File: config.mk
export PLATFORM = sky130hd
export DESIGN_NAME = kst_ctrl
export DESIGN_NICKNAME = d
export VERILOG_FILES = /design/src/rtl/kst_pkg.sv /design/src/rtl/kst_ctrl.sv
export SDC_FILE = /design/constraint.sdc
export NUM_CORES = 1
export LEC_CHECK = 0
export BUFFER_PORTS_ARGS = -buffer_cell sky130_fd_sc_hd__buf_2
export CORE_MARGIN = 8
export CORE_UTILIZATION = 34
export CTS_CLUSTER_DIAMETER = 50
export DETAILED_ROUTE_END_ITERATION = 12
export GPL_ROUTABILITY_DRIVEN = 0
export PLACE_DENSITY_LB_ADDON = 0.05
export RECOVER_POWER = 50
export SLEW_MARGIN = 20
export SYNTH_ARGS = -nofsm -noshare
export SYNTH_HDL_FRONTEND = slang
export SYNTH_SLANG_ARGS = --single-unit
File: constraint.sdc
create_clock -name clock -period 1.7 [get_ports clock]
set_input_delay 0.17 -clock clock [delete_from_list [all_inputs] [get_ports clock]]
set_output_delay 0.17 -clock clock [all_outputs]
set_load 0.01 [all_outputs]
File: src/rtl/kst_pkg.sv
package kst_pkg;

   localparam int VTX_BITS         = 6;
   localparam int WEIGHT_BITS      = 16;
   localparam int NV_BITS          = 7;
   localparam logic [NV_BITS-1:0] NV_RESET = 7'd64;
   localparam int DEF_MAX_VERTICES = 64;
   localparam int DEF_MAX_EDGES    = 256;

   typedef struct packed {
      logic [VTX_BITS-1:0]           edge_from;
      logic [VTX_BITS-1:0]           edge_to;
      logic signed [WEIGHT_BITS-1:0] edge_weight;
      logic                          last_edge;
   } req_type;

   typedef struct packed {
      logic [VTX_BITS-1:0]           tree_from;
      logic [VTX_BITS-1:0]           tree_to;
      logic signed [WEIGHT_BITS-1:0] tree_weight;
      logic                          is_edge;
      logic                          spanning;
      logic                          overflowed;
      logic                          last_result;
   } rsp_type;

   typedef struct packed {
      logic [VTX_BITS-1:0]           from;
      logic [VTX_BITS-1:0]           to;
      logic signed [WEIGHT_BITS-1:0] weight;
   } edge_type;

   typedef struct packed {
      logic load;
      logic run_start;
      logic sweep_start;
      logic init_run;
      logic scan_start;
      logic scan_run;
      logic take_best;
      logic rd_a;
      logic rd_b;
      logic commit;
      logic merge_run;
      logic emit_start;
      logic rsp_load;
      logic emit_next;
      logic run_end;
   } cmd_type;

   typedef struct packed {
      logic init_done;
      logic zero_target;
      logic scan_done;
      logic found;
      logic in_range;
      logic same;
      logic merge_done;
      logic full;
      logic emit_last;
   } sts_type;

endpackage

File: src/rtl/kst_ctrl.sv
module kst_ctrl
   import kst_pkg::*;
(
   input  logic    clock,
   input  logic    reset,
   input  logic    req_valid,
   input  logic    req_last,
   output logic    req_ready,
   output logic    rsp_valid,
   input  logic    rsp_ready,
   output cmd_type cmd,
   input  sts_type sts
);

   localparam logic [3:0] S_LOAD       = 4'd0;
   localparam logic [3:0] S_INIT       = 4'd1;
   localparam logic [3:0] S_SCAN_START = 4'd2;
   localparam logic [3:0] S_SCAN       = 4'd3;
   localparam logic [3:0] S_CHECK      = 4'd4;
   localparam logic [3:0] S_RDA        = 4'd5;
   localparam logic [3:0] S_RDB        = 4'd6;
   localparam logic [3:0] S_CMP        = 4'd7;
   localparam logic [3:0] S_MERGE      = 4'd8;
   localparam logic [3:0] S_EMIT_RD    = 4'd9;
   localparam logic [3:0] S_EMIT_LD    = 4'd10;
   localparam logic [3:0] S_EMIT_WAIT  = 4'd11;

   logic [3:0] state_ff;
   logic [3:0] state_in;
   logic       rsp_valid_ff;
   logic       rsp_valid_in;

   always_comb begin
      state_in     = state_ff;
      rsp_valid_in = rsp_valid_ff;
      cmd          = '0;
      req_ready    = 1'b0;
      unique case (state_ff)
         S_LOAD: begin
            req_ready = 1'b1;
            if (req_valid) begin
               cmd.load = 1'b1;
               if (req_last) begin
                  cmd.run_start   = 1'b1;
                  cmd.sweep_start = 1'b1;
                  state_in        = S_INIT;
               end
            end
         end
         S_INIT: begin
            cmd.init_run = 1'b1;
            if (sts.init_done) begin
               if (sts.zero_target) begin
                  cmd.emit_start = 1'b1;
                  state_in       = S_EMIT_RD;
               end else begin
                  state_in = S_SCAN_START;
               end
            end
         end
         S_SCAN_START: begin
            cmd.scan_start = 1'b1;
            state_in       = S_SCAN;
         end
         S_SCAN: begin
            cmd.scan_run = 1'b1;
            if (sts.scan_done) begin
               if (sts.found) begin
                  state_in = S_CHECK;
               end else begin
                  cmd.emit_start = 1'b1;
                  state_in       = S_EMIT_RD;
               end
            end
         end
         S_CHECK: begin
            cmd.take_best = 1'b1;
            state_in      = sts.in_range ? S_RDA : S_SCAN_START;
         end
         S_RDA: begin
            cmd.rd_a = 1'b1;
            state_in = S_RDB;
         end
         S_RDB: begin
            cmd.rd_b = 1'b1;
            state_in = S_CMP;
         end
         S_CMP: begin
            if (sts.same) begin
               state_in = S_SCAN_START;
            end else begin
               cmd.commit      = 1'b1;
               cmd.sweep_start = 1'b1;
               state_in        = S_MERGE;
            end
         end
         S_MERGE: begin
            cmd.merge_run = 1'b1;
            if (sts.merge_done) begin
               if (sts.full) begin
                  cmd.emit_start = 1'b1;
                  state_in       = S_EMIT_RD;
               end else begin
                  state_in = S_SCAN_START;
               end
            end
         end
         S_EMIT_RD: begin
            state_in = S_EMIT_LD;
         end
         S_EMIT_LD: begin
            cmd.rsp_load = 1'b1;
            rsp_valid_in = 1'b1;
            state_in     = S_EMIT_WAIT;
         end
         S_EMIT_WAIT: begin
            if (rsp_ready) begin
               rsp_valid_in = 1'b0;
               if (sts.emit_last) begin
                  cmd.run_end = 1'b1;
                  state_in    = S_LOAD;
               end else begin
                  cmd.emit_next = 1'b1;
                  state_in      = S_EMIT_RD;
               end
            end
         end
         default: begin
            state_in     = S_LOAD;
            rsp_valid_in = 1'b0;
         end
      endcase
   end

   always_ff @(posedge clock) begin
      if (reset) begin
         state_ff     <= S_LOAD;
         rsp_valid_ff <= 1'b0;
      end else begin
         state_ff     <= state_in;
         rsp_valid_ff <= rsp_valid_in;
      end
   end

   assign rsp_valid = rsp_valid_ff;

   a_rsp_only_wait: assert property (@(posedge clock) disable iff (reset)
      rsp_valid_ff |-> state_ff == S_EMIT_WAIT)
      else $error("result valid outside emit wait");

   a_no_load_during_emit: assert property (@(posedge clock) disable iff (reset)
      req_ready |-> !rsp_valid_ff)
      else $error("loading while result pending");

   a_last_returns_load: assert property (@(posedge clock) disable iff (reset)
      (state_ff == S_EMIT_WAIT && rsp_ready && sts.emit_last) |=> state_ff == S_LOAD)
      else $error("run did not end after last result");

   a_commit_differs: assert property (@(posedge clock) disable iff (reset)
      cmd.commit |-> !sts.same)
      else $error("edge kept inside one component");

endmodule

After elaboration in Yosys (flattened, before gate mapping)
Index checks and enable logic that the tools add are counted.
{"block": "totals", "word_cells": 65, "ff_bits": 5}
{"block": "classes", "bitwise_logic": 1, "n_eq_ne": 17, "reduce_logical": 4, "n_mux": 41}
{"op": "4-bit case mux with 12 select lines", "n": 1}
{"op": "4-bit 2-to-1 mux", "n": 11}
{"op": "1-bit 2-to-1 mux", "n": 20}
{"op": "4-bit by 3-bit equality test with 1-bit output (second input constant)", "n": 4}
{"op": "4-bit equality test (second input constant)", "n": 4}
{"op": "2-bit != test (second input constant)", "n": 6}
{"op": "10-bit OR reduction", "n": 1}
{"op": "4-bit by 2-bit equality test with 1-bit output (second input constant)", "n": 2}
{"op": "2-bit 2-to-1 mux", "n": 4}
{"op": "3-bit 2-to-1 mux", "n": 2}
{"op": "1-bit case mux with 3 select lines", "n": 2}
{"op": "6-bit AND reduction", "n": 1}
{"op": "4-bit by 1-bit equality test with 1-bit output (second input constant)", "n": 1}
{"op": "4-bit logical NOT", "n": 1}
{"op": "1-bit case mux with 2 select lines", "n": 1}
{"op": "2-bit AND reduction", "n": 1}
{"op": "1-bit NOT", "n": 1}

Longest topological paths before layout
Gate-level depths: netlist of run 1.
{"block": "depth", "word_depth": 4, "depth_mapped": 7, "depth_no_buf": 5}

Worst setup path after synthesis of run 1
No wires, ideal clock.
{"block": "synth_path", "path_type": "register to output", "startpoint": "register state_ff[3]", "endpoint": "output cmd[3] (netlist name)", "t_required_ns": 1.530, "path_stages_with_launch": 6, "setup_slack_ns": 0.144, "path_buffers": 1, "t_arrival_ns": 1.386, "path_cell_list": "dfxtp_1 clkbuf_1 nand2_1 nor3_1 nand3_1 nand3_1"}
{"element": "start, declared", "line": "kst_ctrl.sv:28", "text": "logic [3:0] state_ff;"}
{"element": "start signal, assigned", "line": "kst_ctrl.sv:140", "text": "state_ff <= state_in;"}
{"element": "end, declared", "line": "kst_ctrl.sv:11", "text": "output cmd_type cmd,"}

==> results of run 1 <==
flip-flops by register name, indices dropped and copies added, names as in the netlist:
name	flops
rsp_valid	1
state_ff	4
power breakdown:
part           leakage, nW  total, mW  switching [mW]  internal [mW]
sequential          0.0420      0.202          0.0511          0.151
clock               0.0150      0.140          0.0509         0.0889
combinational        0.287      0.569           0.317          0.253
worst max-delay path by stage:
stage	startpoint	to	slack, ns	depth (start not counted)
2_1_floorplan	state_ff[3]	cmd[3]	0.14	5
6_report	state_ff[0]	cmd[12]	0.11	4
5_1_grt	state_ff[0]	cmd[12]	0.02	4
3_3_place_gp	state_ff[1]	state_ff[1]	0.15	5
3_5_place_dp	state_ff[1]	state_ff[1]	0.09	5
4_1_cts	state_ff[2]	cmd[3]	0.03	7
repair_timing:
item | in CTS | in global routing
endpoints found under the hold margin | 0 | 0
endpoints found under the setup margin | 0 | 5
gates resized for setup | 0 | 4
stage by stage:
stage / util [%] / worst slack (ns)
after floorplan: - / 0.144
after global placement: 49.7 / 0.150
after detailed placement: 49.7 / 0.0900
after CTS: 51.4 / 0.0336
after global routing: 51.2 / 0.0179
final: 51.2 / 0.115
layout by cell type (no fill, tap or decap), types with 2 or more instances in the layout:
master	instances
sky130_fd_sc_hd__nor3_1	7
sky130_fd_sc_hd__clkbuf_4	3
sky130_fd_sc_hd__nand3_1	4
sky130_fd_sc_hd__nor4bb_1	2
sky130_fd_sc_hd__nand2_1	8
sky130_fd_sc_hd__dfxtp_2	3
sky130_fd_sc_hd__clkbuf_1	8
sky130_fd_sc_hd__or3_1	2
sky130_fd_sc_hd__a31oi_1	2
sky130_fd_sc_hd__buf_4	7
sky130_fd_sc_hd__o21ai_1	3
sky130_fd_sc_hd__dfxtp_1	2
sky130_fd_sc_hd__nand2b_1	2
sky130_fd_sc_hd__buf_2	24
sky130_fd_sc_hd__a21oi_1	6
sky130_fd_sc_hd__nor2_1	9
sky130_fd_sc_hd__o21ai_0	5
sky130_fd_sc_hd__inv_1	3
kinds of logic after synthesis:
logic type / share of synthesized area, %
flops: 18.1
buf+inv: 8.84
mux: 1.81
simple gates: 43.8
compound gates: 27.4
final cells by class:
cell class / count / area share [%]
clock buffer: 4 / 3.40
inverter: 4 / 1.94
timing repair buffer: 38 / 25.8
sequential: 5 / 13.5
multi-input combinational: 70 / 52.8
tap: 16 / 2.59
per-layer routing:
layer | GRT usage, % | share of wire, % | vias to the layer above
li1 | - | - | 386
met3 | 5.62 | 8.9 | 7
met4 | 3.09 | 1.2 | 0
met2 | 19.5 | 45 | 29
met5 | 0 | 0 | -
met1 | 13.7 | 45 | 349
worst max-delay path: stages, from the launching register on:
cell,delay [ns]
sky130_fd_sc_hd__dfxtp_2,0.36
sky130_fd_sc_hd__nor4_2,0.38
sky130_fd_sc_hd__and3_1,0.21
sky130_fd_sc_hd__or2_1,0.09
sky130_fd_sc_hd__buf_2,0.12
==> impl_metrics.csv, run 1 <==
group,metric,value,unit
placement,portBuffers,30,
synth,synth-edff-count,0,
detailed_routing,vias_per_cell,5.63,
cells_and_area,drive_above_1_share,33.9,%
sta,max_freq,0.631,GHz
detailed_routing,drc,0,
run,drv_cap,0,
sta,hold_violations,0,
cells_and_area,postLayoutCellArea,772,sq um
clocking,post_cts_hold_buffer_count,0,
hold_path,timing.hold.worst_path_depth,2,
hold_path,whs_endpoint,"rsp_valid",
sta,pin_slew_with_the_least_headroom_to_its_limit,0.335,ns
cells_and_area,diodes,0,
synth,postSynth.asyncResetShare,0,%
critical_path,timing.setup.critical_path_class,"register to output pin",
detailed_routing,totalWireLength,1940,microns
sta,timing.clock.skew,0.00386,ns
outcome,status,"complete, no violations",
synth,yosys.area.top_type_share,18.1,%
synth,synthesis.instances,86,
sta,hold_slack,0.158,ns
synth,postSynthRegisterBits,5,
pwr,power.total,0.911,mW
global_route,first_global_vias,704,
floorplanning,design.portCount,31,
clocking,tritoncts_clock_tree,"built",
sta,finalSetupViolations,0,
sta,slew_headroom,77.5,%
floorplanning,fp.dieH,56.3,microns
clocking,clock_latency,0.25,ns
clocking,clock_tree.buffer_depth,2,
critical_path,setup.worst_path.start_class,"register",
cells_and_area,layout.nets,136,
global_route,grt_antenna_before_repair,0,
placement,place.detailed.hpwl,1570,microns
critical_path,ff2ff_path_depth,5,
global_route,groute.usage.overall,12.0,%
clocking,postCtsSetupRepairBufs,0,
detailed_routing,postRouteAntennaNets,0,
cells_and_area,layout.filler_cells,177,
synth,synth.cells.most_frequent,"sky130_fd_sc_hd__nor2_1 (9), sky130_fd_sc_hd__nand2_1 (8), sky130_fd_sc_hd__nor3_1 (8), sky130_fd_sc_hd__a21oi_1 (6)",
global_route,largest_net_degree_at_the_start_of_global_routing,13,
detailed_routing,routed_wire_length_per_instance,14.2,microns
clocking,clk_root_buffer_cell,"sky130_fd_sc_hd__clkbuf_4",
synth,syn-num-nets,100,
hold_path,hold_path_startpoint,"reset",
clocking,cts_max_level,1,
floorplanning,std_cell_rows,14,
synth,ys_warn_count,0,
floorplanning,placeableCoreArea,1510,sq um
detailed_routing,first_pass_detailed_route_iteration_total,4,
synth,synth-main-ff-cell,"sky130_fd_sc_hd__dfxtp_1",
sta,grt_setup_unrepaired,"false",
pwr,power.ir.vdd_worst,0.817,mV
sta,min_period_over_period,93.3,%
synth,synth.cell_area,552,sq um
placement,dp_cells,133,
placement,placed_area,748,sq um
critical_path,worst_ep_arrival_time,1.42,ns
synth,yosysTopAreaCell,"sky130_fd_sc_hd__dfxtp_1",
clocking,numCtsBuffers,3,
sta,report.final.slew_viol_count,0,
cells_and_area,post_layout_nonfiller_instances,137,
sta,finalSetupTns,0,ns
pwr,pwr_density_cell,1180,nW/um^2
floorplanning,initial_util,36.6,%
pwr,leakage_power_figure,0.344,nW
clocking,cts.reportedPaths.clkPinSlew,0.04,ns
critical_path,timing.critical_path.to_type,"output pin",
global_route,overflow,0,
clocking,clock_sinks,5,
global_route,grt_pass1_wl,3250,microns
critical_path,critical_path.max_fanout,8,
critical_path,worstReg2RegStart,"state_ff[1]",
synth,yosys.cell_count.top_type,"sky130_fd_sc_hd__nor2_1",
floorplanning,design.die.area,3170,sq um
cells_and_area,area.growth.synth_to_final,39.9,%
critical_path,reg2reg_setup_slack,0.20,ns
critical_path,required,1.53,ns
cells_and_area,layout.area.seq,104,sq um
critical_path,worst_r2r_end,"state_ff[1]",
synth,synth.distinct_cells,37,
synth,synth-seq-area-share,18.1,%
hold_path,hold_path.class,"input pin to register",
floorplanning,die_width,56.3,microns
detailed_routing,route.vias.total,771,
cells_and_area,area_of_combinational_cells_with_multiple_inputs,408,sq um
synth,syn_area_per_cell,6.42,sq um
synth,leading_post_synthesis_cells_by_cell_area,"sky130_fd_sc_hd__dfxtp_1 (18%), sky130_fd_sc_hd__nor3_1 (7.3%), sky130_fd_sc_hd__nor2_1 (6.1%)",
sta,finalWorstPathRequiredPeriod,1.59,ns
detailed_routing,drt_iter0_drc,21,
Power figures use the tool's default switching activity.
==> run 2, diff against run 1 <==
==> constraint.sdc (replaced) <==
create_clock -name clock -period 1.7 [get_ports clock]
set_input_delay 0 -clock clock [delete_from_list [all_inputs] [get_ports clock]]
set_output_delay 0 -clock clock [all_outputs]
set_load 0.01 [all_outputs]
==> impl_metrics.csv, run 2 (synthesis results as in run 1) <==
group,metric,value,unit
global_route,groute.usage.overall,12.0,%
hold_path,hold_path.class,"input pin to register",
critical_path,setup.worst_path.start_class,"register",
global_route,largest_net_degree_at_the_start_of_global_routing,13,
placement,portBuffers,30,
clocking,clock_sinks,5,
sta,grt_setup_unrepaired,"false",
global_route,grt_antenna_before_repair,0,
critical_path,required,1.83,ns
floorplanning,placeableCoreArea,1510,sq um
floorplanning,fp.dieH,56.3,microns
run,drv_cap,0,
floorplanning,initial_util,36.6,%
critical_path,ff2ff_path_depth,5,
pwr,p_switching,0.422,mW
sta,report.final.slew_viol_count,0,
hold_path,hold_path_startpoint,"rsp_ready",
detailed_routing,first_pass_detailed_route_iteration_total,4,
sta,finalSetupViolations,0,
floorplanning,design.die.area,3170,sq um
global_route,grt_pass1_wl,3260,microns
sta,finalWorstPathRequiredPeriod,1.58,ns
sta,pin_slew_with_the_least_headroom_to_its_limit,0.342,ns
pwr,leakage_power_figure,0.351,nW
detailed_routing,drc,0,
cells_and_area,layout.filler_cells,179,
cells_and_area,largest_reg_flops,4,
pwr,power.ir.vdd_worst,0.640,mV
detailed_routing,postRouteAntennaNets,0,
detailed_routing,totalWireLength,1920,microns
sta,hold_violations,0,
pwr,share_comb_of_total_power,66.1,%
critical_path,worstReg2RegStart,"state_ff[2]",
clocking,tritoncts_clock_tree,"built",
cells_and_area,diodes,0,
detailed_routing,route.vias.total,759,
sta,timing.clock.skew,0.000387,ns
pwr,part_of_the_power_in_the_clock_network,13.9,%
clocking,numCtsBuffers,3,
critical_path,worst_ep_arrival_time,1.71,ns
critical_path,timing.setup.critical_path_class,"register to register",
floorplanning,std_cell_rows,14,
cells_and_area,drive_above_1_share,30.1,%
pwr,seq_power_share,20.0,%
sta,finalSetupTns,0,ns
clocking,clk_root_buffer_cell,"sky130_fd_sc_hd__clkbuf_4",
critical_path,reg2reg_setup_slack,0.12,ns
sta,max_freq,0.633,GHz
detailed_routing,routed_wire_length_per_instance,13.8,microns
hold_path,timing.hold.worst_path_depth,4,
detailed_routing,drt_iter0_drc,10,
cells_and_area,layout.nets,138,
pwr,power.internal,0.537,mW
sta,slew_headroom,77.2,%
placement,place.detailed.hpwl,1580,microns
sta,min_period_over_period,92.9,%
clocking,postCtsSetupRepairBufs,0,
clocking,cts.reportedPaths.clkPinSlew,0.04,ns
cells_and_area,registers.top_by_ff_count,"state_ff",
floorplanning,design.portCount,31,
floorplanning,die_width,56.3,microns
global_route,overflow,0,
critical_path,critical_path.max_fanout,9,
critical_path,worst_r2r_end,"state_ff[1]",
cells_and_area,most-common-layout-cells,"sky130_fd_sc_hd__buf_2 (23), sky130_fd_sc_hd__nor2_1 (9), sky130_fd_sc_hd__buf_4 (9)",
clocking,cts_max_level,1,
hold_path,whs_endpoint,"state_ff[3]",
global_route,first_global_vias,747,
cells_and_area,area.growth.synth_to_final,43.5,%
pwr,swShare,44.0,%
detailed_routing,vias_per_cell,5.46,
clocking,clock_tree.buffer_depth,2,
pwr,pwr_density_cell,1210,nW/um^2
cells_and_area,layout_commonest_cell,"sky130_fd_sc_hd__buf_2",
critical_path,timing.critical_path.to_type,"register",
clocking,clock_latency,0.24,ns
cells_and_area,fin_util,52.6,%
outcome,status,"complete, no violations",
## run 2: changes by cell type in the layout (fill, tap and decap cells not counted)
cell | before | now
sky130_fd_sc_hd__inv_2 | 1 | 0
sky130_fd_sc_hd__nor4_4 | 0 | 1
sky130_fd_sc_hd__buf_4 | 7 | 9
sky130_fd_sc_hd__buf_2 | 24 | 23
sky130_fd_sc_hd__dfxtp_2 | 3 | 0
sky130_fd_sc_hd__inv_1 | 3 | 4
sky130_fd_sc_hd__dfxtp_1 | 2 | 5
sky130_fd_sc_hd__nor3_2 | 1 | 0
sky130_fd_sc_hd__nor4_2 | 1 | 0
sky130_fd_sc_hd__nor3_1 | 7 | 8
sky130_fd_sc_hd__dlygate4sd3_1 | 0 | 1
## run 2: through the flow
stage / hold slack [ns] / cell area [sq um] / std cells / power [mW] / worst slack [ns]
detailed placement: 0.250 / 756 / 134 / 0.812 / 0.163
global route: 0.178 / 792 / 139 / 1.05 / 0.0219
finish: 0.143 / 792 / 139 / 0.959 / 0.121
floorplan: 0.0544 / 552 / 86 / 0.580 / 0.155
global placement: 0.241 / 756 / 134 / 0.813 / 0.194
CTS: 0.130 / 792 / 139 / 0.953 / 0.0757
## run 2: repair_timing
| item | 4_1_cts | 5_1_grt |
|---|---|---|
| setup endpoints to repair | 0 | 1 |
| endpoints found under the hold margin | 1 | 0 |
| hold buffers | 1 | 0 |
| gates resized for setup | 0 | 1 |
## run 2: critical path, stage by stage, from the launching register on
cell and delay, ns:
sky130_fd_sc_hd__dfxtp_1 0.51, sky130_fd_sc_hd__inv_1 0.09, sky130_fd_sc_hd__and4_1 0.19, sky130_fd_sc_hd__a221o_1 0.31, sky130_fd_sc_hd__nor2b_1 0.16, sky130_fd_sc_hd__a32o_1 0.19
## run 2: layer usage
| metal | up-vias | track usage [%] | share of wire (%) |
|---|---|---|---|
| met5 | - | 0 | 0 |
| met4 | 0 | 3.09 | 0 |
| met3 | 0 | 5.17 | 7.7 |
| met2 | 26 | 19.5 | 46 |
| met1 | 343 | 14.0 | 46 |
| li1 | 390 | - | - |
## run 2: how the worst max path moves through the flow
| stage | startpoint | end | cells past startpoint |
|---|---|---|---|
| floorplan | state_ff[0] | state_ff[1] | 5 |
| global placement | state_ff[2] | state_ff[1] | 5 |
| detailed placement | state_ff[2] | state_ff[1] | 5 |
| CTS | state_ff[1] | cmd[12] | 6 |
| global route | state_ff[2] | cmd[3] | 7 |
| finish | state_ff[2] | state_ff[1] | 5 |
## run 2: layout make-up
class,count,area [sq um],share of cell area (%)
Multi-Input combinational cell,70,412,52.0
Sequential cell,5,100,12.6
Clock buffer,4,26.3,3.32
Tap cell,16,20.0,2.53
Inverter,4,15.0,1.90
Timing Repair Buffer,40,219,27.6
## run 2: power by group through the flow
stage / Clock, mW / Combinational [mW] / Sequential [mW]
floorplan: 0 / 0.408 / 0.172
finish: 0.133 / 0.634 / 0.192
global route: 0.149 / 0.702 / 0.196
detailed placement: 0 / 0.622 / 0.189
CTS: 0.139 / 0.627 / 0.187
global placement: 0 / 0.622 / 0.191
